==> src/hdl/nrmc_pkg.sv <==
// Shared constants, types and helpers of the RMC sentence parser.
package nrmc_pkg;

  localparam int unsigned MaxSentenceLen = 128;
  localparam int unsigned PosFracDigits  = 4;
  localparam int unsigned RateFracDigits = 2;

  localparam int unsigned AccW = 28;
  localparam int unsigned PadW = 20;   // holds 10^6, the largest pad factor

  function automatic longint unsigned pow10(int unsigned n);
    longint unsigned r;
    r = 64'd1;
    for (int unsigned i = 0; i < n; i++) begin
      r = r * 64'd10;
    end
    return r;
  endfunction

  function automatic logic [AccW-1:0] cap_max(longint unsigned v, longint unsigned mask);
    return AccW'((v > mask) ? mask : v);
  endfunction

  // Field maxima
  localparam logic [AccW-1:0] MaxTime  = AccW'(235959);
  localparam logic [AccW-1:0] MaxLat   =
    cap_max(64'd9000 * pow10(PosFracDigits), 64'h7FF_FFFF);
  localparam logic [AccW-1:0] MaxLon   =
    cap_max(64'd18000 * pow10(PosFracDigits), 64'hFFF_FFFF);
  localparam logic [AccW-1:0] MaxSpeed =
    cap_max(64'd100000 * pow10(RateFracDigits) - 64'd1, 64'hFF_FFFF);
  localparam logic [AccW-1:0] MaxHead  =
    cap_max(64'd360 * pow10(RateFracDigits), 64'hFFFF);
  localparam logic [AccW-1:0] MaxDate  = AccW'(311299);

  // Pad factors 10^k for k = 0..6, entry 7 repeats 10^6 (k never exceeds 4 in use)
  localparam logic [PadW-1:0] PadTab [8] = '{
    20'd1, 20'd10, 20'd100, 20'd1000, 20'd10000, 20'd100000, 20'd1000000, 20'd1000000
  };

  // Field numbers, counted from the header field
  localparam logic [3:0] FldTime  = 4'd1;
  localparam logic [3:0] FldValid = 4'd2;
  localparam logic [3:0] FldLat   = 4'd3;
  localparam logic [3:0] FldNs    = 4'd4;
  localparam logic [3:0] FldLon   = 4'd5;
  localparam logic [3:0] FldEw    = 4'd6;
  localparam logic [3:0] FldSpeed = 4'd7;
  localparam logic [3:0] FldHead  = 4'd8;
  localparam logic [3:0] FldDate  = 4'd9;
  localparam logic [3:0] FldLast  = 4'd15;

  localparam logic [2:0] FracClosed = 3'd7;

  // Characters
  localparam logic [7:0] CharDollar = 8'h24;
  localparam logic [7:0] CharCr     = 8'h0D;
  localparam logic [7:0] CharComma  = 8'h2C;
  localparam logic [7:0] CharDot    = 8'h2E;
  localparam logic [7:0] Char0      = 8'h30;
  localparam logic [7:0] Char9      = 8'h39;
  localparam logic [7:0] CharA      = 8'h41;
  localparam logic [7:0] CharN      = 8'h4E;
  localparam logic [7:0] CharS      = 8'h53;
  localparam logic [7:0] CharE      = 8'h45;
  localparam logic [7:0] CharW      = 8'h57;

  localparam logic [7:0] HdrText [5] = '{8'h47, 8'h50, 8'h52, 8'h4D, 8'h43};  // GPRMC

  typedef struct packed {
    logic            is_num;
    logic [2:0]      frac_digits;
    logic [AccW-1:0] max_val;
  } nrmc_fld_t;

endpackage

==> src/hdl/nrmc_num_unit.sv <==
// Saturating decimal arithmetic for the numeric fields: digit step and fraction pad.
module nrmc_num_unit import nrmc_pkg::*; (
  input  logic [3:0]      field_idx_i,
  input  logic [AccW-1:0] acc_i,
  input  logic [2:0]      frac_cnt_i,
  input  logic [3:0]      digit_i,
  output nrmc_fld_t       fld_o,
  output logic [AccW-1:0] mac_o,
  output logic [AccW-1:0] close_o
);

  logic [31:0]           mac_sum;
  logic [2:0]            pad_idx;
  logic [AccW+PadW-1:0]  pad_prod;

  always_comb begin
    fld_o = '{is_num: 1'b0, frac_digits: 3'd0, max_val: '0};
    case (field_idx_i)
      FldTime:  fld_o = '{1'b1, 3'd0, MaxTime};
      FldLat:   fld_o = '{1'b1, 3'(PosFracDigits), MaxLat};
      FldLon:   fld_o = '{1'b1, 3'(PosFracDigits), MaxLon};
      FldSpeed: fld_o = '{1'b1, 3'(RateFracDigits), MaxSpeed};
      FldHead:  fld_o = '{1'b1, 3'(RateFracDigits), MaxHead};
      FldDate:  fld_o = '{1'b1, 3'd0, MaxDate};
      default:  fld_o = '{1'b0, 3'd0, '0};
    endcase
  end

  // acc * 10 + digit
  always_comb begin
    mac_sum = {1'b0, acc_i, 3'b000} + {3'b000, acc_i, 1'b0} + {28'd0, digit_i};
    mac_o   = (mac_sum > {4'd0, fld_o.max_val}) ? fld_o.max_val : mac_sum[AccW-1:0];
  end

  // Short fraction padded with zeros on close
  always_comb begin
    pad_idx  = fld_o.frac_digits - frac_cnt_i;
    pad_prod = acc_i * PadTab[pad_idx];
    if (frac_cnt_i == FracClosed || fld_o.frac_digits <= frac_cnt_i) begin
      close_o = acc_i;
    end else if (pad_prod > {{PadW{1'b0}}, fld_o.max_val}) begin
      close_o = fld_o.max_val;
    end else begin
      close_o = pad_prod[AccW-1:0];
    end
  end

endmodule

==> src/hdl/nmea_rmc_sentence_parser_core.sv <==
// Top level of the RMC sentence parser: byte register, sentence state and result register.
//
//  channel | direction | handshake              | payload
//  --------+-----------+------------------------+------------------------------------------
//  in      | into core | in_valid_i / in_stall_o  | rx_byte_i
//  out     | from core | out_valid_o / out_stall_i | utc_time_o .. date_code_o (one fix)
//
// A byte is taken in every cycle while the output is not held; it waits in
// the byte register, and its effect on the sentence state (and any fix it
// completes) is registered when that byte moves on, so a fix becomes valid
// once its closing carriage return has moved on from the byte register.
// The sentence state advances only when the result register can take a fix,
// so a stalled output holds the byte register and then stalls the input.
// Reset clears all parser state; the result payload has no reset.
module nmea_rmc_sentence_parser_core import nrmc_pkg::*; (
  input  logic        clk_i,
  input  logic        rst_ni,
  input  logic        in_valid_i,
  output logic        in_stall_o,
  input  logic [7:0]  rx_byte_i,
  output logic        out_valid_o,
  input  logic        out_stall_i,
  output logic [17:0] utc_time_o,
  output logic [26:0] latitude_o,
  output logic        lat_south_o,
  output logic [27:0] longitude_o,
  output logic        lon_west_o,
  output logic [23:0] speed_knots_o,
  output logic [15:0] heading_o,
  output logic [18:0] date_code_o
);

  // Byte register
  logic       byte_vld_q;
  logic [7:0] byte_q;
  logic       adv;
  logic       emit;

  // Sentence state
  logic            in_sent_q, in_sent_d;
  logic [2:0]      hdr_pos_q, hdr_pos_d;
  logic            hdr_ok_q, hdr_ok_d;
  logic [3:0]      fld_idx_q, fld_idx_d;
  logic [7:0]      char_cnt_q, char_cnt_d;
  logic            after_pt_q, after_pt_d;
  logic [2:0]      frac_cnt_q, frac_cnt_d;
  logic [AccW-1:0] acc_q, acc_d;
  logic            fix_valid_q, fix_valid_d;
  logic [1:0]      ns_ok_q, ns_ok_d;
  logic [1:0]      ew_ok_q, ew_ok_d;
  logic [17:0]     held_time_q, held_time_d, held_time_st;
  logic [26:0]     held_lat_q, held_lat_d, held_lat_st;
  logic [27:0]     held_lon_q, held_lon_d, held_lon_st;
  logic [23:0]     held_speed_q, held_speed_d, held_speed_st;
  logic [15:0]     held_head_q, held_head_d, held_head_st;
  logic [18:0]     held_date_q, held_date_d, held_date_st;

  // Result register
  logic out_vld_q;

  nrmc_fld_t       fld;
  logic [AccW-1:0] mac_val;
  logic [AccW-1:0] close_val;
  logic [2:0]      hdr_idx;

  nrmc_num_unit u_num (
    .field_idx_i (fld_idx_q),
    .acc_i       (acc_q),
    .frac_cnt_i  (frac_cnt_q),
    .digit_i     (byte_q[3:0]),
    .fld_o       (fld),
    .mac_o       (mac_val),
    .close_o     (close_val)
  );

  // The pending byte moves on whenever the result slot is empty or draining.
  assign adv        = byte_vld_q && (!out_vld_q || !out_stall_i);
  assign in_stall_o = byte_vld_q && !adv;
  assign hdr_idx    = hdr_pos_q - 3'd1;

  always_ff @(posedge clk_i or negedge rst_ni) begin
    if (!rst_ni) begin
      byte_vld_q <= 1'b0;
    end else if (!in_stall_o) begin
      byte_vld_q <= in_valid_i;
    end
  end

  always_ff @(posedge clk_i) begin
    if (in_valid_i && !in_stall_o) begin
      byte_q <= rx_byte_i;
    end
  end

  // Held values as they stand once the current field is closed and stored
  always_comb begin
    held_time_st  = held_time_q;
    held_lat_st   = held_lat_q;
    held_lon_st   = held_lon_q;
    held_speed_st = held_speed_q;
    held_head_st  = held_head_q;
    held_date_st  = held_date_q;
    case (fld_idx_q)
      FldTime:  held_time_st  = close_val[17:0];
      FldLat:   held_lat_st   = close_val[26:0];
      FldLon:   held_lon_st   = close_val[27:0];
      FldSpeed: held_speed_st = close_val[23:0];
      FldHead:  held_head_st  = close_val[15:0];
      FldDate:  held_date_st  = close_val[18:0];
      default:  ;
    endcase
  end

  // Next sentence state for the byte in the byte register
  always_comb begin
    in_sent_d    = in_sent_q;
    hdr_pos_d    = hdr_pos_q;
    hdr_ok_d     = hdr_ok_q;
    fld_idx_d    = fld_idx_q;
    char_cnt_d   = char_cnt_q;
    after_pt_d   = after_pt_q;
    frac_cnt_d   = frac_cnt_q;
    acc_d        = acc_q;
    fix_valid_d  = fix_valid_q;
    ns_ok_d      = ns_ok_q;
    ew_ok_d      = ew_ok_q;
    held_time_d  = held_time_q;
    held_lat_d   = held_lat_q;
    held_lon_d   = held_lon_q;
    held_speed_d = held_speed_q;
    held_head_d  = held_head_q;
    held_date_d  = held_date_q;
    emit         = 1'b0;

    if (byte_q == CharDollar) begin
      // Start (or restart) of a sentence wipes everything
      in_sent_d    = 1'b1;
      hdr_pos_d    = 3'd1;
      hdr_ok_d     = 1'b0;
      fld_idx_d    = 4'd0;
      char_cnt_d   = 8'd1;
      after_pt_d   = 1'b0;
      frac_cnt_d   = 3'd0;
      acc_d        = '0;
      fix_valid_d  = 1'b0;
      ns_ok_d      = 2'd0;
      ew_ok_d      = 2'd0;
      held_time_d  = '0;
      held_lat_d   = '0;
      held_lon_d   = '0;
      held_speed_d = '0;
      held_head_d  = '0;
      held_date_d  = '0;
    end else if (in_sent_q) begin
      if (byte_q == CharCr) begin
        if (hdr_ok_q) begin
          held_time_d  = held_time_st;
          held_lat_d   = held_lat_st;
          held_lon_d   = held_lon_st;
          held_speed_d = held_speed_st;
          held_head_d  = held_head_st;
          held_date_d  = held_date_st;
          emit         = fix_valid_q && ns_ok_q[0] && ew_ok_q[0];
        end
        in_sent_d = 1'b0;
      end else if (char_cnt_q >= 8'(MaxSentenceLen)) begin
        in_sent_d = 1'b0;   // overlong, drop
      end else begin
        char_cnt_d = char_cnt_q + 8'd1;
        if (!hdr_ok_q) begin
          if (hdr_pos_q inside {[3'd1:3'd5]} && byte_q == HdrText[hdr_idx]) begin
            hdr_pos_d = hdr_pos_q + 3'd1;
            if (hdr_pos_q == 3'd5) begin
              hdr_ok_d = 1'b1;
            end
          end else begin
            in_sent_d = 1'b0;
          end
        end else if (byte_q == CharComma) begin
          held_time_d  = held_time_st;
          held_lat_d   = held_lat_st;
          held_lon_d   = held_lon_st;
          held_speed_d = held_speed_st;
          held_head_d  = held_head_st;
          held_date_d  = held_date_st;
          if (fld_idx_q != FldLast) begin
            fld_idx_d = fld_idx_q + 4'd1;
          end
          acc_d      = '0;
          after_pt_d = 1'b0;
          frac_cnt_d = 3'd0;
        end else if (fld_idx_q == FldValid || fld_idx_q == FldNs || fld_idx_q == FldEw) begin
          // Letter fields: first byte only, accumulator marks it as seen
          if (acc_q == '0) begin
            acc_d = AccW'(1);
            if (fld_idx_q == FldValid) begin
              fix_valid_d = (byte_q == CharA);
            end else if (fld_idx_q == FldNs) begin
              ns_ok_d = (byte_q == CharN) ? 2'b01 : (byte_q == CharS) ? 2'b11 : 2'b00;
            end else begin
              ew_ok_d = (byte_q == CharE) ? 2'b01 : (byte_q == CharW) ? 2'b11 : 2'b00;
            end
          end
        end else if (fld.is_num && frac_cnt_q != FracClosed) begin
          if (byte_q inside {[Char0:Char9]}) begin
            if (!after_pt_q) begin
              acc_d = mac_val;
            end else if (frac_cnt_q < fld.frac_digits) begin
              acc_d      = mac_val;
              frac_cnt_d = frac_cnt_q + 3'd1;
            end
          end else if (byte_q == CharDot && !after_pt_q) begin
            after_pt_d = 1'b1;
          end else begin
            acc_d      = close_val;
            frac_cnt_d = FracClosed;
          end
        end
      end
    end
  end

  always_ff @(posedge clk_i or negedge rst_ni) begin
    if (!rst_ni) begin
      in_sent_q    <= 1'b0;
      hdr_pos_q    <= 3'd0;
      hdr_ok_q     <= 1'b0;
      fld_idx_q    <= 4'd0;
      char_cnt_q   <= 8'd0;
      after_pt_q   <= 1'b0;
      frac_cnt_q   <= 3'd0;
      acc_q        <= '0;
      fix_valid_q  <= 1'b0;
      ns_ok_q      <= 2'd0;
      ew_ok_q      <= 2'd0;
      held_time_q  <= '0;
      held_lat_q   <= '0;
      held_lon_q   <= '0;
      held_speed_q <= '0;
      held_head_q  <= '0;
      held_date_q  <= '0;
    end else if (adv) begin
      in_sent_q    <= in_sent_d;
      hdr_pos_q    <= hdr_pos_d;
      hdr_ok_q     <= hdr_ok_d;
      fld_idx_q    <= fld_idx_d;
      char_cnt_q   <= char_cnt_d;
      after_pt_q   <= after_pt_d;
      frac_cnt_q   <= frac_cnt_d;
      acc_q        <= acc_d;
      fix_valid_q  <= fix_valid_d;
      ns_ok_q      <= ns_ok_d;
      ew_ok_q      <= ew_ok_d;
      held_time_q  <= held_time_d;
      held_lat_q   <= held_lat_d;
      held_lon_q   <= held_lon_d;
      held_speed_q <= held_speed_d;
      held_head_q  <= held_head_d;
      held_date_q  <= held_date_d;
    end
  end

  // Result register: a fix request waits here until taken
  always_ff @(posedge clk_i or negedge rst_ni) begin
    if (!rst_ni) begin
      out_vld_q <= 1'b0;
    end else if (adv) begin
      out_vld_q <= emit;
    end else if (!out_stall_i) begin
      out_vld_q <= 1'b0;
    end
  end

  always_ff @(posedge clk_i) begin
    if (adv && emit) begin
      utc_time_o    <= held_time_st;
      latitude_o    <= held_lat_st;
      lat_south_o   <= ns_ok_q[1];
      longitude_o   <= held_lon_st;
      lon_west_o    <= ew_ok_q[1];
      speed_knots_o <= held_speed_st;
      heading_o     <= held_head_st;
      date_code_o   <= held_date_st;
    end
  end

  assign out_valid_o = out_vld_q;

endmodule
==> config.mk <==
export PLATFORM = sky130hd
export DESIGN_NAME = nmea_rmc_sentence_parser_core
export DESIGN_NICKNAME = d
export VERILOG_FILES = /design/src/hdl/nrmc_pkg.sv /design/src/hdl/nrmc_num_unit.sv /design/src/hdl/nmea_rmc_sentence_parser_core.sv
export SDC_FILE = /design/constraint.sdc
export NUM_CORES = 2
export LEC_CHECK = 0
export BUFFER_PORTS_ARGS = -buffer_cell sky130_fd_sc_hd__buf_2
export CAP_MARGIN = 20
export CELL_PAD_IN_SITES_DETAIL_PLACEMENT = 0
export CELL_PAD_IN_SITES_GLOBAL_PLACEMENT = 1
export CORE_ASPECT_RATIO = 1.5
export CORE_MARGIN = 5
export CORE_UTILIZATION = 51
export DETAILED_ROUTE_END_ITERATION = 8
export MAX_ROUTING_LAYER = met4
export PLACE_DENSITY = 0.79
export SKIP_LAST_GASP = 1
export SLEW_MARGIN = 30
export SYNTH_ARGS = -nofsm -noshare
export SYNTH_HDL_FRONTEND = slang
export SYNTH_HIERARCHICAL = 1
export SYNTH_SLANG_ARGS = --single-unit
==> constraint.sdc <==
create_clock -name clk_i -period 13.2 [get_ports clk_i]
set_input_delay 0.66 -clock clk_i [delete_from_list [all_inputs] [get_ports clk_i]]
set_output_delay 0.66 -clock clk_i [all_outputs]
set_load 0.02 [all_outputs]
==> flow_metrics.tcl <==
set metrics [dict create \
    finalWorstSetupSlack_ns 0.4338 \
    crit_path_end_kind "flip-flop" \
    wire_per_inst_um 23.16 \
    finalClockSkew_ns 0.02082 \
    power.density_mw_per_mm2 100.1 \
    route.vias.total 28497 \
    synth_area_mm2 0.03642 \
    timing.rr.start "fld_idx_q[0]$_DFFE_PN0P_" \
    io_buffer_count 147 \
    status "completed" \
    track_usage 0.3011 \
    firstDrtPassIters 6 \
    htree_levels 1 \
    syn_to_final_growth_pct 8.333 \
    timing.rr.end "held_time_q[9]$_DFFE_PN0P_" \
    worst_slew_pin_slew_ns 1.033 \
    grt_first_pass_wirelength_mm 175.1 \
    drt-initial-drc-count 1828 \
    ant_nets 0 \
    grt_pass1_vias 29804 \
    cts_root_buf "clkbuf_16" \
    antenna_found_initial 0 \
    startpoint_type "flip-flop" \
    dieArea_mm2 0.07698 \
    peakVddDrop_mv 0.1449 \
    syn_inst 3890 \
    seqCellArea_mm2 0.008972 \
    cts_buffers 29 \
    clock_latency_ns 0.60 \
    finalCriticalPeriod_ns 12.77 \
    reg2reg_slack_ns 0.43 \
    dieHeight_um 337.3 \
    pre_cts_slack_ns 0.1680 \
    reg2reg_depth 48 \
    place_area_mm2 0.03826 \
    stdcell_area_mm2 0.03946 \
    path_class "flip-flop to flip-flop" \
    die_w_um 228.2 \
    slew-limit-headroom 0.3112 \
    fin_tns_setup_ns 0 \
    grt-ovfl-total 0 \
    yosysWarnings 6 \
    grt_setup_unrepaired "false" \
    setup-violations-final 0 \
    rows 120 \
    clock_sinks 330 \
    hp-class "input pin to asynchronous set/reset pin" \
    post-route-period-util 0.9671 \
    gp_congestion 1.004 \
    critical_path.slowest_cell "a311oi_1" \
    max_stage_delay_ns 0.63 \
    cts_tree "yes" \
    start_util 0.5118 \
    worstPathArrival_ns 13.28 \
    slew_violations 0 \
    drive_gt1_frac 0.1309 \
    crit_fanout 70 \
    grt_max_degree 253 \
    required_ns 13.72 \
    clock_path_buffers 3 \
    syn-num-nets 4623 \
    avgSynthCellArea_um2 9.364 \
    fillers 6618 \
    drc 0 \
    nets 4704 \
    core-area_mm2 0.07117 \
    viasPerCell 5.804 \
    max_freq_mhz 78.33 \
    multiInputGateArea_mm2 0.02463 \
    routed_wl_mm 113.7 \
    cap_violations 0 \
    cpMostUsedCell "fa_1" \
    ios 148 \
    final_hold_viol_count 0 \
    cts.clk_slew.worst_paths_ns 0.07 \
    hpwl_mm 88.44 \
    p_leak_nw 19.56 \
]
==> how the worst max path moves through the flow <==
stage | cells after the start | slack [ns] | startpoint | endpoint
finish | 48 | 0.43 | fld_idx_q[0]$_DFFE_PN0P_ | held_time_q[9]$_DFFE_PN0P_
global route | 49 | 0.001 | fld_idx_q[0]$_DFFE_PN0P_ | held_lon_q[21]$_DFFE_PN0P_
CTS | 49 | 0.13 | fld_idx_q[0]$_DFFE_PN0P_ | held_speed_q[21]$_DFFE_PN0P_
detailed placement | 49 | 0.17 | fld_idx_q[0]$_DFFE_PN0P_ | held_lon_q[21]$_DFFE_PN0P_
global placement | 48 | 0.46 | fld_idx_q[0]$_DFFE_PN0P_ | held_lat_q[21]$_DFFE_PN0P_
floorplan | 45 | 1.83 | fld_idx_q[1]$_DFFE_PN0P_ | latitude_o[0]$_DFFE_PP_
==> registers in the layout, indices dropped and copies added (netlist names), 18 cells and up <==
name / count
speed_knots_o: 24
longitude_o: 28
date_code_o: 19
held_time_q: 18
held_lon_q: 28
latitude_o: 27
acc_q: 28
held_date_q: 19
utc_time_o: 18
held_lat_q: 27
held_speed_q: 24
==> per-stage QoR <==
stage | cells | hold WS [ns] | utilization | power [mW]
after floorplan | 3890 | 0.3644 | - | 2.477
after global placement | 4851 | 0.4409 | 0.5376 | 2.994
after detailed placement | 4851 | 0.4422 | 0.5376 | 3.017
after CTS | 4905 | 0.05291 | 0.5515 | 3.930
after global routing | 4909 | 0.07565 | 0.5544 | 4.154
final | 4910 | 0.05183 | 0.5545 | 3.951
==> where the power goes <==
group,leakage (nW),internal (mW),switching [mW],total (mW)
clock,0.494,0.493,0.410,0.904
combinational,15.3,0.597,1.11,1.71
sequential,3.74,1.25,0.0925,1.34
total,19.6,2.34,1.61,3.95
==> cell type report <==
cell class | instances | area share
clock buffers | 37 | 0.02017
inverters | 566 | 0.05393
multi-input cells | 2794 | 0.6241
flip-flops and latches | 330 | 0.2274
diodes | 1 | 0.00006342
clock inverters | 17 | 0.005010
repair buffers | 250 | 0.04033
well taps | 915 | 0.02901
==> repair_timing <==
action                                  CTS  global route
hold buffers                              0             0
setup buffers                             0             2
endpoints found under the hold margin     0             0
resized for setup                         0            26
endpoints found under the setup margin    0           292
==> per-layer routing <==
layer,track usage,up-vias,part of all wire
met5,-,-,0
met4,0.1234,0,0.053
met3,0.02797,274,0.043
met2,0.5554,868,0.53
met1,0.3365,14272,0.38
li1,-,13083,-
==> layout by cell type, fill, tap and decap left out, drive strengths merged, types with 8 or more instances in the layout <==
| master | count |
|---|---|
| nand3 | 57 |
| ha | 315 |
| or3 | 8 |
| a211oi | 13 |
| o21bai | 14 |
| o41ai | 13 |
| xor2 | 24 |
| nand4 | 58 |
| and3 | 92 |
| dfrtp | 188 |
| a21o | 36 |
| and4 | 8 |
| fa | 406 |
| edfxtp | 142 |
| nand2b | 17 |
| nor4 | 18 |
| clkinv | 9 |
| and2 | 126 |
| or2 | 10 |
| o211ai | 19 |
| buf | 248 |
| a31oi | 36 |
| clkbuf | 39 |
| nand2 | 461 |
| nor3 | 29 |
| o21ai | 87 |
| nor2 | 262 |
| mux2i | 37 |
| o31ai | 34 |
| a21oi | 258 |
| mux2 | 157 |
| o21a | 23 |
| nor3b | 8 |
| nor2b | 28 |
| xnor2 | 50 |
| inv | 570 |
==> critical path: cells and delay by family, from the launching register on <==
| family | cells | cell delay (ns) |
|---|---|---|
| flops | 1 | 0.45 |
| mux | 1 | 0.23 |
| simple gates | 12 | 2.06 |
| fa+ha+maj | 10 | 4.56 |
| xor+xnor | 2 | 0.40 |
| buf+inv | 13 | 2.13 |
| compound gates | 10 | 2.80 |
(Power assumes the default switching activity.)
